--- config.mk ---
export PLATFORM = sky130hd
export DESIGN_NAME = csc_cell
export DESIGN_NICKNAME = d
export VERILOG_FILES = /design/src/hdl/assert_macros.svh /design/src/hdl/csc_pkg.sv /design/src/hdl/csc_cell.sv
export SDC_FILE = /design/constraint.sdc
export NUM_CORES = 1
export LEC_CHECK = 0
export BUFFER_PORTS_ARGS = -buffer_cell sky130_fd_sc_hd__buf_2
export CORE_AREA = 3 3 40 42
export DETAILED_ROUTE_END_ITERATION = 10
export DIE_AREA = 0 0 43 45
export GPL_TIMING_DRIVEN = 0
export PLACE_DENSITY_LB_ADDON = 0.3
export SLEW_MARGIN = 40
export SYNTH_ARGS = -nofsm -noshare
export SYNTH_HDL_FRONTEND = slang
export SYNTH_SLANG_ARGS = --single-unit
--- constraint.sdc ---
create_clock -name i_clk -period 1.2 [get_ports i_clk]
set_input_delay 0.24 -clock i_clk [delete_from_list [all_inputs] [get_ports i_clk]]
set_output_delay 0.24 -clock i_clk [all_outputs]
set_load 0.01 [all_outputs]
--- src/hdl/assert_macros.svh ---
// Assertion macros used by the cross stencil counter RTL.
`ifndef ASSERT_MACROS_SVH
`define ASSERT_MACROS_SVH

// Check cons in the same cycle as ante.
`define CSC_ASSERT_NOW(lbl, ante, cons, msg) \
    lbl: assert property (@(posedge i_clk) disable iff (!i_rst_n) (ante) |-> (cons)) \
        else $error(msg);

// Check cons in the cycle after ante.
`define CSC_ASSERT_NEXT(lbl, ante, cons, msg) \
    lbl: assert property (@(posedge i_clk) disable iff (!i_rst_n) (ante) |=> (cons)) \
        else $error(msg);

`endif

--- src/hdl/csc_pkg.sv ---
// Shared constants, types and helpers of the cross stencil threshold counter.
package csc_pkg;

    localparam int MAX_COLUMNS   = 1024;
    localparam int MAX_ROWS      = 1024;
    localparam int PIXEL_BITS    = 8;

    localparam int COL_BITS      = $clog2(MAX_COLUMNS);
    localparam int ROW_BITS      = $clog2(MAX_ROWS);
    localparam int PIXEL_IN_BITS = 8;
    localparam int THRESH_BITS   = 8;
    localparam int DIM_BITS      = 11;
    localparam int COUNT_BITS    = 20;
    localparam int CFG_IDX_BITS  = 2;
    localparam int CFG_DATA_BITS = DIM_BITS;
    localparam int DIM_MIN       = 3;
    localparam int SUM_BITS      = ((PIXEL_BITS > THRESH_BITS) ? PIXEL_BITS : THRESH_BITS) + 3;
    localparam int WIN_CELLS     = 3;

    localparam logic [THRESH_BITS-1:0] THRESH_RST = 8'd6;
    localparam logic [DIM_BITS-1:0]    COLS_RST   = 11'd8;
    localparam logic [DIM_BITS-1:0]    ROWS_RST   = 11'd6;

    typedef logic [PIXEL_BITS-1:0] t_pix;
    typedef logic [COL_BITS-1:0]   t_col;
    typedef logic [ROW_BITS-1:0]   t_row;
    typedef logic [COUNT_BITS-1:0] t_count;
    typedef logic [SUM_BITS-1:0]   t_sum;

    typedef enum logic [CFG_IDX_BITS-1:0] {
        CFG_AVG_THRESHOLD,
        CFG_FRAME_COLUMNS,
        CFG_FRAME_ROWS
    } t_cfg_idx;

    // One line buffer entry: the two rows above the current one.
    typedef struct packed {
        t_pix older;
        t_pix prev;
    } t_lb_entry;

    typedef struct packed {
        logic en;
        t_col col;
    } t_lb_rd;

    typedef struct packed {
        logic      en;
        t_col      col;
        t_lb_entry entry;
    } t_lb_wr;

    // Last column index for a programmed width, clamped to the legal range.
    function automatic t_col cols_last(input logic [DIM_BITS-1:0] v);
        t_col res;
        if (v < DIM_BITS'(DIM_MIN)) begin
            res = COL_BITS'(DIM_MIN - 1);
        end else if (32'(v) > MAX_COLUMNS) begin
            res = COL_BITS'(MAX_COLUMNS - 1);
        end else begin
            res = COL_BITS'(v - DIM_BITS'(1));
        end
        return res;
    endfunction

    // Last row index for a programmed height, clamped to the legal range.
    function automatic t_row rows_last(input logic [DIM_BITS-1:0] v);
        t_row res;
        if (v < DIM_BITS'(DIM_MIN)) begin
            res = ROW_BITS'(DIM_MIN - 1);
        end else if (32'(v) > MAX_ROWS) begin
            res = ROW_BITS'(MAX_ROWS - 1);
        end else begin
            res = ROW_BITS'(v - DIM_BITS'(1));
        end
        return res;
    endfunction

endpackage

--- src/hdl/csc_cell.sv ---
// One window cell: holds the middle-row pixel of one column of the cross.
module csc_cell import csc_pkg::*; (
    input  logic i_clk,
    input  logic i_en,
    input  logic i_load,
    input  t_pix i_load_val,
    input  t_pix i_nbr_val,
    output t_pix o_val
);

    t_pix r_val;
    t_pix n_val;

    // Take a fresh column from the line buffer or shift in from the right.
    always_comb begin
        n_val = i_load ? i_load_val : i_nbr_val;
    end

    always_ff @(posedge i_clk) begin
        if (i_en) begin
            r_val <= n_val;
        end
    end

    assign o_val = r_val;

endmodule

==> qor.log <==
qor: yosys.post_syn_instances 17
qor: critical_path.kind_of_critical_path reg2out
qor: floorplanning.std_cell_core_area 1280 um^2
qor: yosys.synth_top_area_cell edfxtp_1
qor: hold_path.timing.hold.worst.start i_nbr_val[2]
qor: yosys.synth-main-ff-cell edfxtp_1
qor: sta.post-route-worst-setup-slack 0.206 ns
qor: layout.largest_reg_flops 8
qor: yosys.synth-xor-area-share 0%
qor: layout.drive_above_1_share 82.2%
qor: clock_network.clockRootBuffer clkbuf_4
qor: critical_path.startpoint_type flip-flop
qor: yosys.synthSimpleGateAreaFrac 0%
qor: yosys.synth_top_cells_by_area edfxtp_1 65%, mux2_4 32%, buf_6 3.0%
qor: clock_network.cts-root-to-sink-buffers 2
qor: sta.layout_worst_path_cycle_share 82.9%
qor: clock_network.holdBufCountCts 0
qor: grt.gr-usage-all-layers 6.83%
qor: yosys.synth.yosys.seq_area_share 64.6%
qor: clock_network.numClockSinks 8
qor: sta.report.final.setup_viol 0
qor: power_and_ir_drop.ir_worst_vdd 0.622 mV
qor: yosys.synth.top_cell.area_share 64.6%
qor: job.timing.max_cap.violations 0
qor: sta.setup_total_negative_slack 0 ns
qor: yosys.yosys-mux-area-fraction 32.3%
qor: clock_network.post_cts.resized_instances 0
qor: critical_path.critical_path_arrival 0.75 ns
qor: floorplanning.design.die.area 1940 um^2
qor: yosys.ys_ff_latch 8
qor: layout.synthToLayoutAreaGrowth 44.8%
qor: yosys.edff_count_synth 8
qor: floorplanning.floorplan.rows 13
qor: drt.detailed_router_s_first_iteration_violation_count 0
qor: critical_path.critical_path_cell_sequence buf_2
qor: clock_network.path_clk_slew 0.05 ns
qor: floorplanning.initial_core_util 28.9%
qor: clock_network.cts-htree-levels 1
qor: outcome.status complete, no violations
qor: critical_path.worst_ep_required_time 0.96 ns
qor: sta.worst_pin_slew 0.179 ns
qor: critical_path.longest_individual_stage_delay_on_the_worst_path 0.36 ns
qor: drt.metal2_wl 335 um
qor: placed_design.detailed_place.area 515 um^2
qor: sta.final-max-slew-violation-count 0
qor: sta.max-slew-margin-rel 88.0%
qor: drt.met3_wirelength 81 um
qor: sta.fin_hold_viols 0
qor: clock_network.cts_buf_count 3
qor: yosys.syn_avg_cell_area 21.9 um^2
qor: floorplanning.die_x 43 um
qor: floorplanning.die_height 45 um
qor: clock_network.cts_tree yes
qor: yosys.combinational_family_with_the_most_area_after_synthesis multiplexers
qor: drt.viasPerCell 4.27
qor: grt.remaining_overflow_grt 0
qor: power_and_ir_drop.leak_pwr 0.262 nW
qor: critical_path.count_of_buffering_cells_on_the_critical_path_with_inverters_included 1
qor: drt.dr.pass1.iters 1
qor: drt.detail_route.wirelength.met1 198 um
qor: yosys.syn-num-nets 36
qor: critical_path.cpLargestDelayFamily flip-flops
qor: layout.final_non_filler_cell_area 538 um^2
qor: sta.post-route-min-period 0.994 ns
qor: power_and_ir_drop.power_per_cell_area 1210 nW/um^2
qor: critical_path.cp-end-kind output port
qor: drt.drc_errors 0
qor: hold_path.holdCritPathClass in2reg
qor: grt.grt_first_pass_wirelength 890 um
qor: drt.drt-total-wl 615 um
qor: layout.antenna_cells 0
qor: placed_design.io_buf_count 25
qor: yosys.synthDistinctLibCells 3
qor: placed_design.gpl.final_weighted_congestion 0.541
qor: layout.finalNetCount 66
qor: critical_path.launching_instance_or_port_of_the_critical_path o_val[5]$_DFFE_PP_
qor: grt.grt_start_max_net_pins 9
qor: critical_path.slowest_cp_cell edfxtp_1
qor: placed_design.detailedPlace.worstSlack 0.250 ns
qor: sta.final.hold.worst_slack 0.289 ns
qor: drt.avgRoutedWirePerCell 10.3 um
qor: yosys.synth-compound-area-share 0%
qor: drt.top_layer met3
qor: yosys.post_synth_instance_area 372 um^2
qor: yosys.synth_top_cells_by_count 8 x edfxtp_1, 8 x mux2_4, 1 x buf_6
qor: grt.antenna_found_initial 0
qor: clock_network.post-cts-setup-buffers 0
qor: yosys.synth-warning-count 0
qor: grt.vias_in_the_first_global_route 232
qor: sta.rsz_0062_raised_after_global_routing false
qor: drt.num_vias 256
qor: sta.max_clock_freq 1.01 GHz
qor: yosys.post_synth_fa_ha_maj_area_fraction 0%
qor: floorplanning.ios 27
qor: yosys.synth_async_sr_flop_share 0%
qor: layout.utilization 41.9%
qor: drt.ant_nets 0
qor: critical_path.cp_max_fo 1
[placed cells by master (no fill, tap or decap)]
cell type,n
buf_6,1
clkbuf_4,3
edfxtp_1,8
buf_2,25
mux2_4,8
[routing by layer]
metal,GRT usage [%],up-vias
met1,5.75,116
met3,5.98,0
li1,-,124
met2,12.0,16
met5,0,-
met4,1.81,0
[kinds of logic (layout without fill, tap and decap cells)]
group,count (synthesis),count (layout)
buf+inv,1,29
flops,8,8
mux,8,8
[metrics by stage]
| stage | cells | power, mW |
|---|---|---|
| floorplan | 17 | 0.408 |
| global placement | 57 | 0.463 |
| detailed placement | 57 | 0.465 |
| CTS | 60 | 0.672 |
| global route | 60 | 0.699 |
| finish | 60 | 0.654 |
[power breakdown]
| part | switching [mW] | internal (mW) | leakage [nW] |
|---|---|---|---|
| sequential | 0.00465 | 0.338 | 0.0783 |
| clock | 0.0834 | 0.114 | 0.0138 |
| combinational | 0.0438 | 0.0697 | 0.170 |
| total | 0.132 | 0.522 | 0.262 |
[final timing paths]
check	to	cells after the start
worst max-delay path	o_val[5]	1
worst min-delay path	o_val[2]$_DFFE_PP_	2
[final cells by class]
type,instances,area [um^2]
fillers,127,747
multi-input cells,8,120
clock buffers,3,22.5
flip-flops and latches,8,240
plain buffers,1,11.3
well taps,15,18.8
repair buffers,25,125
No activity file was read; power rests on OpenSTA's default activity.
